`src/rtl/olars_pkg.sv`:
```
package olars_pkg;

	// List geometry.
	localparam int CAPACITY = 16;
	localparam int ADDR_W   = $clog2(CAPACITY);
	localparam int CNT_W    = $clog2(CAPACITY + 1);

	// Fixed field widths of the command and response transactions.
	localparam int CMD_W    = 2;
	localparam int VALUE_W  = 32;
	localparam int POS_W    = 4;
	localparam int STATUS_W = 2;
	localparam int COUNT_W  = 5;

	// Command codes.
	typedef enum logic [CMD_W-1:0] {
		CMD_APPEND = 2'd0,
		CMD_REMOVE = 2'd1,
		CMD_SEARCH = 2'd2
	} cmd_t;

	// Response status codes.
	typedef enum logic [STATUS_W-1:0] {
		ST_DONE  = 2'd0,
		ST_FULL  = 2'd1,
		ST_RANGE = 2'd2
	} status_t;

	// Sequencer states.
	typedef enum logic [2:0] {
		S_IDLE,
		S_DECODE,
		S_REMOVE,
		S_SEARCH,
		S_FINISH
	} state_t;

endpackage

```
`src/rtl/olars_cmd_if.sv`:
```
interface olars_cmd_if;

	logic                                valid;
	logic                                ready;
	logic [olars_pkg::CMD_W-1:0]         command;
	logic signed [olars_pkg::VALUE_W-1:0] value;
	logic [olars_pkg::POS_W-1:0]         position;

	modport source (output valid, output command, output value, output position, input ready);
	modport sink (input valid, input command, input value, input position, output ready);

endinterface

```
`src/rtl/olars_rsp_if.sv`:
```
interface olars_rsp_if;

	logic                           valid;
	logic                           ready;
	logic [olars_pkg::STATUS_W-1:0] status;
	logic                           found;
	logic [olars_pkg::COUNT_W-1:0]  count;

	modport source (output valid, output status, output found, output count, input ready);
	modport sink (input valid, input status, input found, input count, output ready);

endinterface

```
`src/rtl/ordered_list_append_remove_search.sv`:
```
// Ordered list of up to CAPACITY signed 32-bit values held in a register file
// with one write and one read port, driven by a small sequencer. Each command
// transaction gives exactly one response transaction carrying a status, a found
// flag and the entry count after the command. The block takes one command at a
// time and drops ready until that command's result has been placed in the
// response register; a finished result may wait there while the next command is
// taken. For every command the block is ready again in the same cycle as its
// result appears. A search reads one stored entry per cycle. A remove moves each
// later entry down one place, one entry per cycle. A result held in the response
// register that has not yet been taken keeps the next result waiting until it is
// taken. These rates follow from the one read and one write that the entry store
// allows per cycle. After reset the list is empty and no clearing pass is needed.
module ordered_list_append_remove_search (
	input logic          clk,
	input logic          arst_n,
	olars_cmd_if.sink    cmd,
	olars_rsp_if.source  rsp
);

	localparam int CAP   = olars_pkg::CAPACITY;
	localparam int AW    = olars_pkg::ADDR_W;
	localparam int CW    = olars_pkg::CNT_W;
	localparam int VW    = olars_pkg::VALUE_W;
	localparam int PW    = olars_pkg::POS_W;
	localparam int CMDW  = olars_pkg::CMD_W;
	localparam int OUTCW = olars_pkg::COUNT_W;

	olars_pkg::state_t  state_q, state_d;
	olars_pkg::status_t status_q, status_d;
	olars_pkg::status_t rsp_status_q;

	logic [CMDW-1:0]  cmd_q;
	logic [VW-1:0]    val_q;
	logic [PW-1:0]    pos_q;
	logic [CW-1:0]    idx_q, idx_d, idx_nxt;
	logic [CW-1:0]    count_q, count_d;
	logic             found_q, found_d;
	logic             rd_vld_s1, rd_vld_d;
	logic [AW-1:0]    wr_addr_s1, wr_addr_d;
	logic [VW-1:0]    rd_data_s1;
	logic             rsp_valid_q, rsp_found_q, rsp_load;
	logic [CW-1:0]    rsp_count_q;
	logic             cmd_acc;

	// Entry store.
	logic [VW-1:0]    mem [CAP];
	logic             mem_we;
	logic [AW-1:0]    mem_waddr, mem_raddr;
	logic [VW-1:0]    mem_wdata;

	assign cmd.ready = (state_q == olars_pkg::S_IDLE);
	assign cmd_acc   = cmd.valid && cmd.ready;
	assign idx_nxt   = idx_q + CW'(1);

	// The store is written at one address and read at one address per cycle.
	always_ff @(posedge clk) begin
		if (mem_we) begin
			mem[mem_waddr] <= mem_wdata;
		end
		rd_data_s1 <= mem[mem_raddr];
	end

	// Sequencer state register.
	always_ff @(posedge clk or negedge arst_n) begin
		if (!arst_n) begin
			state_q <= olars_pkg::S_IDLE;
		end else begin
			state_q <= state_d;
		end
	end

	// Next state, store control and working values.
	always_comb begin
		state_d   = state_q;
		idx_d     = idx_q;
		count_d   = count_q;
		found_d   = found_q;
		status_d  = status_q;
		rd_vld_d  = 1'b0;
		wr_addr_d = wr_addr_s1;
		mem_we    = 1'b0;
		mem_waddr = count_q[AW-1:0];
		mem_wdata = val_q;
		mem_raddr = idx_q[AW-1:0];
		rsp_load  = 1'b0;
		case (state_q)
			olars_pkg::S_IDLE: begin
				if (cmd_acc) begin
					state_d = olars_pkg::S_DECODE;
				end
			end
			olars_pkg::S_DECODE: begin
				found_d  = 1'b0;
				status_d = olars_pkg::ST_DONE;
				state_d  = olars_pkg::S_FINISH;
				case (cmd_q)
					olars_pkg::CMD_APPEND: begin
						if (32'(count_q) >= CAP) begin
							status_d = olars_pkg::ST_FULL;
						end else begin
							mem_we  = 1'b1;
							count_d = count_q + CW'(1);
						end
					end
					olars_pkg::CMD_REMOVE: begin
						if (32'(pos_q) >= 32'(count_q)) begin
							status_d = olars_pkg::ST_RANGE;
						end else begin
							idx_d   = CW'(pos_q);
							state_d = olars_pkg::S_REMOVE;
						end
					end
					olars_pkg::CMD_SEARCH: begin
						idx_d   = '0;
						state_d = olars_pkg::S_SEARCH;
					end
					default: begin
						state_d = olars_pkg::S_FINISH;
					end
				endcase
			end
			olars_pkg::S_REMOVE: begin
				// Read the next entry now and write it one place lower next cycle.
				mem_raddr = idx_nxt[AW-1:0];
				mem_we    = rd_vld_s1;
				mem_waddr = wr_addr_s1;
				mem_wdata = rd_data_s1;
				if (idx_nxt < count_q) begin
					rd_vld_d  = 1'b1;
					wr_addr_d = idx_q[AW-1:0];
					idx_d     = idx_nxt;
				end else if (!rd_vld_s1) begin
					count_d = count_q - CW'(1);
					state_d = olars_pkg::S_FINISH;
				end
			end
			olars_pkg::S_SEARCH: begin
				// Scan the stored entries in order, one compare per cycle.
				if (rd_vld_s1 && (rd_data_s1 == val_q)) begin
					found_d = 1'b1;
				end
				if (idx_q < count_q) begin
					rd_vld_d = 1'b1;
					idx_d    = idx_nxt;
				end else if (!rd_vld_s1) begin
					state_d = olars_pkg::S_FINISH;
				end
			end
			olars_pkg::S_FINISH: begin
				rsp_load = !rsp_valid_q || rsp.ready;
				if (rsp_load) begin
					state_d = olars_pkg::S_IDLE;
				end
			end
			default: begin
				state_d = olars_pkg::S_IDLE;
			end
		endcase
	end

	// Control registers.
	always_ff @(posedge clk or negedge arst_n) begin
		if (!arst_n) begin
			idx_q       <= '0;
			count_q     <= '0;
			rd_vld_s1   <= 1'b0;
			rsp_valid_q <= 1'b0;
		end else begin
			idx_q     <= idx_d;
			count_q   <= count_d;
			rd_vld_s1 <= rd_vld_d;
			if (rsp_load) begin
				rsp_valid_q <= 1'b1;
			end else if (rsp.ready) begin
				rsp_valid_q <= 1'b0;
			end
		end
	end

	// Command capture, working values and the response register.
	always_ff @(posedge clk) begin
		if (cmd_acc) begin
			cmd_q <= cmd.command;
			val_q <= cmd.value;
			pos_q <= cmd.position;
		end
		found_q    <= found_d;
		status_q   <= status_d;
		wr_addr_s1 <= wr_addr_d;
		if (rsp_load) begin
			rsp_status_q <= status_q;
			rsp_found_q  <= found_q;
			rsp_count_q  <= count_q;
		end
	end

	assign rsp.valid  = rsp_valid_q;
	assign rsp.status = rsp_status_q;
	assign rsp.found  = rsp_found_q;
	assign rsp.count  = OUTCW'(rsp_count_q);

	// The count never passes the capacity.
	a_count_bound: assert property (@(posedge clk) disable iff (!arst_n)
		32'(count_q) <= CAP)
		else $error("entry count above capacity");

	// No read is in flight while a new command may be taken.
	a_idle_quiet: assert property (@(posedge clk) disable iff (!arst_n)
		cmd.ready |-> !rd_vld_s1)
		else $error("store read pending while ready");

	// A completed remove takes exactly one entry away.
	a_remove_count: assert property (@(posedge clk) disable iff (!arst_n)
		(state_q == olars_pkg::S_REMOVE && state_d == olars_pkg::S_FINISH)
		|=> count_q == $past(count_q) - CW'(1))
		else $error("remove did not decrement the count");

	// The store is written only by an append or during a remove.
	a_write_src: assert property (@(posedge clk) disable iff (!arst_n)
		mem_we |-> (state_q == olars_pkg::S_DECODE || state_q == olars_pkg::S_REMOVE))
		else $error("store written outside append or remove");

	// The scan index never runs past the stored entries.
	a_scan_bound: assert property (@(posedge clk) disable iff (!arst_n)
		state_q == olars_pkg::S_SEARCH |-> idx_q <= count_q)
		else $error("search index past count");

endmodule
```
`src/flat_wrapper.sv`:
```
// flat-port wrapper written by rule: the top's interface ports become plain ports
module ordered_list_append_remove_search_flat 
  (clk, arst_n, cmd_valid, cmd_command, cmd_value, cmd_position, cmd_ready, rsp_valid, rsp_status, rsp_found, rsp_count, rsp_ready);
  olars_cmd_if cmd_i ();
  olars_rsp_if rsp_i ();
  input logic clk;
  input logic arst_n;
  input wire logic [$bits(cmd_i.valid)-1:0] cmd_valid;
  input wire logic [$bits(cmd_i.command)-1:0] cmd_command;
  input wire logic [$bits(cmd_i.value)-1:0] cmd_value;
  input wire logic [$bits(cmd_i.position)-1:0] cmd_position;
  output wire logic [$bits(cmd_i.ready)-1:0] cmd_ready;
  output wire logic [$bits(rsp_i.valid)-1:0] rsp_valid;
  output wire logic [$bits(rsp_i.status)-1:0] rsp_status;
  output wire logic [$bits(rsp_i.found)-1:0] rsp_found;
  output wire logic [$bits(rsp_i.count)-1:0] rsp_count;
  input wire logic [$bits(rsp_i.ready)-1:0] rsp_ready;
  assign cmd_i.valid = cmd_valid;
  assign cmd_i.command = cmd_command;
  assign cmd_i.value = cmd_value;
  assign cmd_i.position = cmd_position;
  assign cmd_ready = cmd_i.ready;
  assign rsp_valid = rsp_i.valid;
  assign rsp_status = rsp_i.status;
  assign rsp_found = rsp_i.found;
  assign rsp_count = rsp_i.count;
  assign rsp_i.ready = rsp_ready;
  ordered_list_append_remove_search u_core (.clk(clk), .arst_n(arst_n), .cmd(cmd_i), .rsp(rsp_i));
endmodule
```
`config.mk`:
```
export PLATFORM = sky130hd
export DESIGN_NAME = ordered_list_append_remove_search_flat
export DESIGN_NICKNAME = d
export VERILOG_FILES = /design/src/rtl/olars_pkg.sv /design/src/rtl/olars_cmd_if.sv /design/src/rtl/olars_rsp_if.sv /design/src/rtl/ordered_list_append_remove_search.sv /design/src/flat_wrapper.sv
export SDC_FILE = /design/constraint.sdc
export NUM_CORES = 1
export LEC_CHECK = 0
export ABC_AREA = 1
export BUFFER_PORTS_ARGS = -buffer_cell sky130_fd_sc_hd__buf_2
export CORE_ASPECT_RATIO = 1.75
export CORE_MARGIN = 2
export CORE_UTILIZATION = 55
export CTS_BUF_LIST = sky130_fd_sc_hd__clkbuf_4
export DETAILED_ROUTE_END_ITERATION = 6
export GPL_TIMING_DRIVEN = 0
export PLACE_DENSITY = 0.78
export SLEW_MARGIN = 20
export SYNTH_ARGS = -nofsm -noshare
export SYNTH_HDL_FRONTEND = slang
export SYNTH_SLANG_ARGS = --single-unit
export TNS_END_PERCENT = 1
```
`constraint.sdc`:
```
create_clock -name clk -period 4.4 [get_ports clk]
set_input_delay 0.88 -clock clk [delete_from_list [all_inputs] [get_ports clk]]
set_output_delay 0.88 -clock clk [all_outputs]
set_load 0.02 [all_outputs]
```
==> results by stage <==
Power:
- Of the total power, registers draw 0.385.
- The power dissipated by switching net loads is 0.007987 W.
- The overall power of the completed layout is 0.01971 W.
- The internal portion of the total power is 0.01172 W.
- The worst IR drop on VDD is 358.3 µV.
- The share of total power dissipated in combinational logic is 0.379.
- For this design the static power due to leakage is 12.73 nW.
- The share of total power dissipated in the clock network is 0.236.
- The areal power density over the cells is 648.0 nW/µm².
- Of the total power, the share spent switching nets is 0.4052.

Critical path:
- The data arrival time of the critical path is 3.95 ns.
- The type of element launching the critical path is a flip-flop.
- The worst-path maximum fanout is 16.
- The path type of the worst setup path is reg -> reg.
- STA classifies the critical path endpoint as a flip-flop.
- STA puts the critical path data required time at 4.82 ns.

CTS:
- In this run the clock root is driven by a sky130_fd_sc_hd__clkbuf_4.
- After clock tree synthesis, the clock-pin slew on the worst setup and hold paths is 0.08 ns.
- The hold buffer count at cts is 1.
- The clock latency at the later pin of the worst-skew pair is 0.91 ns.
- The number of buffers added for setup after CTS is 0.
- The clock passes through at most 3 buffers.
- The H-tree was split into 4 levels.
- The total clock sinks is 612.
- TritonCTS built the clock tree.
- The number of cells upsized or downsized after cts is 0.
- Clock tree synthesis inserted a total of 136 buffers.

STA:
- Measured against its own limit, the worst slew margin works out to 0.2142.
- At the pin with the least slew margin, the transition time is 1.179 ns.
- The highest clock rate is 0.2837 GHz.
- The least setup slack across all paths after layout is 0.8753 ns.
- Across the routed clock network, the largest skew measured is 0.06313 ns.
- Adding up every negative setup slack in the final design gives 0 ns.
- The number of pins exceeding their max-slew limit in the final report came to 0.
- The final critical delay including setup and external delays is 3.525 ns.
- Dividing the final minimum period by the clock period gives 0.8011.
- Setup repair after global routing left no endpoint under its margin.
- The hold violation count in the final report was 0.
- The final-report setup violation count is 0.
- The tightest hold path in the finished design has a slack of 0.1472 ns.

Synth:
- The number of distinct library cells after synthesis is 31.
- A synthesized cell averages 10.81 µm².
- Counting every net in the synthesized netlist gives 2547.
- The share of synthesized area in the top cell type comes to 0.6319.
- The flip-flop and latch count after synthesis is 612.
- Counting every instance in the synthesized netlist gives 2484.
- The most used flip-flop cell after synthesis is sky130_fd_sc_hd__edfxtp_1.
- The cell type with the largest total area after synthesis is sky130_fd_sc_hd__edfxtp_1.
- The most used standard cell by instance count after synthesis is sky130_fd_sc_hd__edfxtp_1.
- The commonest cells after synthesis are sky130_fd_sc_hd__edfxtp_1 (565), sky130_fd_sc_hd__nand3_1 (505), sky130_fd_sc_hd__nand2_1 (493).
- The number of flops mapped to enable cells by yosys is 565.
- Sorting the synthesized cells by area gives the leading types as sky130_fd_sc_hd__edfxtp_1 (63%), sky130_fd_sc_hd__nand3_1 (9.4%), sky130_fd_sc_hd__nand2_1 (6.9%), sky130_fd_sc_hd__inv_1 (5.7%), sky130_fd_sc_hd__nand3b_1 (4.5%).
- The count of synthesis-stage warnings from yosys is 0.
- For this run, asynchronously set or reset flops after synthesis account for 0.02451.
- The cell area after synthesis is 26850 µm².
- Of the synthesized area, sequential elements account for 0.6698.

Placement:
- Routability-driven placement finished with a final weighted congestion of 0.9408.
- The HPWL after detailed placement is 52.17 mm.
- The total of buffers placed on input and output ports is 51.
- Timing analysis after detailed placement gives a worst setup slack of 1.081 ns.

Finish:
- The final net count is 2770.
- For this run, the share of the core covered by cells in the final layout is 0.6277.
- The layout has 3708 filler cells.
- Relative to the synthesized area, the layout overhead comes to 13.30%.
- Of the cells placed in the final design, the portion with a size suffix greater than 1 is 0.1557.

GRT:
- The first global-routing pass estimated 113.6 mm of wire.
- The maximum number of pins on one net before global-route repair is 24.
- After global routing the overflow that remains totals 0.
- The global-route usage over all layers is 0.3103.
- The number of global-route vias before repair is 20090.
- The number of antenna violations at the first check in global routing was 1.

Die:
- For this configuration, the core starts out at a cell density of 0.5540.
- The number of primary I/O pins is 52.
- Measured along the y axis, the die boundary spans 296.3 µm.
- The area of the die is 50670 µm².
- From left edge to right edge, the die measures 171.0 µm.
- After floorplanning, the core was divided into 107 placement rows.
- The core area is 48460 µm².

Routing:
- The count of TritonRoute iterations in the first routing pass is 7.
- The total via count after detailed routing is 19880.
- For this block, the initial DRC count from the detailed router was 2471.
- The post-detailed-routing wire length is 77.51 mm.
- The detail-routed via count per cell is 5.729.
- The mean routed wirelength per cell is 22.34 µm.
- The final antenna-violating net count is 0.
- The DRC violations left is 6.

Job:
- Across the run, the number of max-cap violations was 0.

Run status:
- The final reports fail on DRC.
- The run finished, with violations left.

Hold path:
- The worst hold path belongs to the class in -> reg.
## layer usage
metal,vias to the layer above,share of wire,track usage
li1,8878,-,-
met1,9223,0.32,0.3223
met2,1372,0.51,0.5393
met3,408,0.092,0.06299
met4,0,0.080,0.2497
met5,-,0,0
## area by class of cell
| class | instances | area (µm²) | share of cell area |
|---|---|---|---|
| inverter | 413 | 1550 | 0.05096 |
| sequential | 612 | 17980 | 0.5911 |
| clock inverter | 51 | 371.6 | 0.01222 |
| tap | 654 | 818.3 | 0.02690 |
| clock buffer | 194 | 1456 | 0.04788 |
| multi-input combinational | 1326 | 6799 | 0.2235 |
| timing repair buffer | 85 | 790.8 | 0.02600 |
| antenna | 2 | 5.005 | 0.0001645 |
| buffer | 133 | 645.6 | 0.02122 |
## cell usage in the layout (no fill, tap or decap), types with 2 or more instances in the layout
master	instances
sky130_fd_sc_hd__nor3_1	4
sky130_fd_sc_hd__edfxtp_1	565
sky130_fd_sc_hd__or2_2	8
sky130_fd_sc_hd__buf_12	11
sky130_fd_sc_hd__nor2_4	16
sky130_fd_sc_hd__clkbuf_4	194
sky130_fd_sc_hd__dfrtp_1	15
sky130_fd_sc_hd__nand3_1	505
sky130_fd_sc_hd__clkinv_2	18
sky130_fd_sc_hd__o21ai_2	2
sky130_fd_sc_hd__xor2_1	11
sky130_fd_sc_hd__diode_2	2
sky130_fd_sc_hd__nand4_1	12
sky130_fd_sc_hd__buf_2	135
sky130_fd_sc_hd__nand2_1	493
sky130_fd_sc_hd__o21ai_1	20
sky130_fd_sc_hd__inv_1	408
sky130_fd_sc_hd__buf_4	26
sky130_fd_sc_hd__o21ai_0	20
sky130_fd_sc_hd__buf_16	7
sky130_fd_sc_hd__nand3b_1	160
sky130_fd_sc_hd__bufinv_16	6
sky130_fd_sc_hd__inv_2	11
sky130_fd_sc_hd__buf_1	8
sky130_fd_sc_hd__xnor2_1	11
sky130_fd_sc_hd__clkinv_1	21
sky130_fd_sc_hd__clkbuf_1	30
sky130_fd_sc_hd__a21oi_1	11
sky130_fd_sc_hd__dfxtp_1	32
sky130_fd_sc_hd__o22ai_1	3
sky130_fd_sc_hd__nor2_1	22
sky130_fd_sc_hd__ha_1	20
## power by group through the flow
stage,Clock [W],Sequential (W),Combinational (W)
6_report,0.00466,0.00758,0.00747
5_1_grt,0.00494,0.00762,0.00795
4_1_cts,0.00469,0.00758,0.00719
3_5_place_dp,0,0.00770,0.00714
3_3_place_gp,0,0.00773,0.00674
2_1_floorplan,0,0.00764,0.00445
## state kept, by name, summed over array words and instances (netlist names)
register and count:
u_core.mem 512, u_core.rd_data_s1 32, u_core.val_q 32, u_core.count_q 5, u_core.idx_q 5, u_core.rsp.count 5, u_core.pos_q 4, u_core.wr_addr_s1 4
u_core.state_q 3, u_core.cmd_q 2, u_core.rsp.status 2, u_core.status_q 2, u_core.found_q 1, u_core.rd_vld_s1 1, u_core.rsp.found 1, u_core.rsp.valid 1
## cells by family after synthesis
family,Yosys count,synth area share
buf+inv,546,0.08179
simple gates,1223,0.2193
xor+xnor,22,0.007177
fa+ha+maj,21,0.01007
compound gates,60,0.01188
flops,612,0.6698
## critical path, cell delays in order (launching register included)
cell and delay (ns):
sky130_fd_sc_hd__dfrtp_1 0.43, sky130_fd_sc_hd__inv_2 0.08, sky130_fd_sc_hd__nand3_2 0.16, sky130_fd_sc_hd__buf_4 0.20, sky130_fd_sc_hd__clkbuf_1 0.61, sky130_fd_sc_hd__clkbuf_1 0.94
sky130_fd_sc_hd__o21ai_1 0.62
## metrics by stage
step	instance area, µm²	std cells
after floorplan	26850	2484
after global placement	27920	3189
after detailed placement	28580	3222
after CTS	30410	3468
after global routing	30420	3469
final	30420	3470
## path summary, 6_finish.rpt
| check | start | depth (start not counted) | endpoint | slack [ns] |
|---|---|---|---|---|
| hold / removal | cmd_value[27] | 1 | u_core.val_q[27] | 0.15 |
| setup / recovery | u_core.state_q[2] | 6 | u_core.mem[10][29] | 0.88 |
| max in group asynchronous | arst_n | 2 | u_core.count_q[3] | 3.67 |
| setup reg to reg | u_core.state_q[2] | 6 | u_core.mem[10][29] | 0.88 |
| hold reg to reg | u_core.found_q | 0 | u_core.rsp.found | 0.43 |
| min in group asynchronous | arst_n | 2 | u_core.idx_q[0] | 0.43 |
No activity file was read; power rests on OpenSTA's default activity.
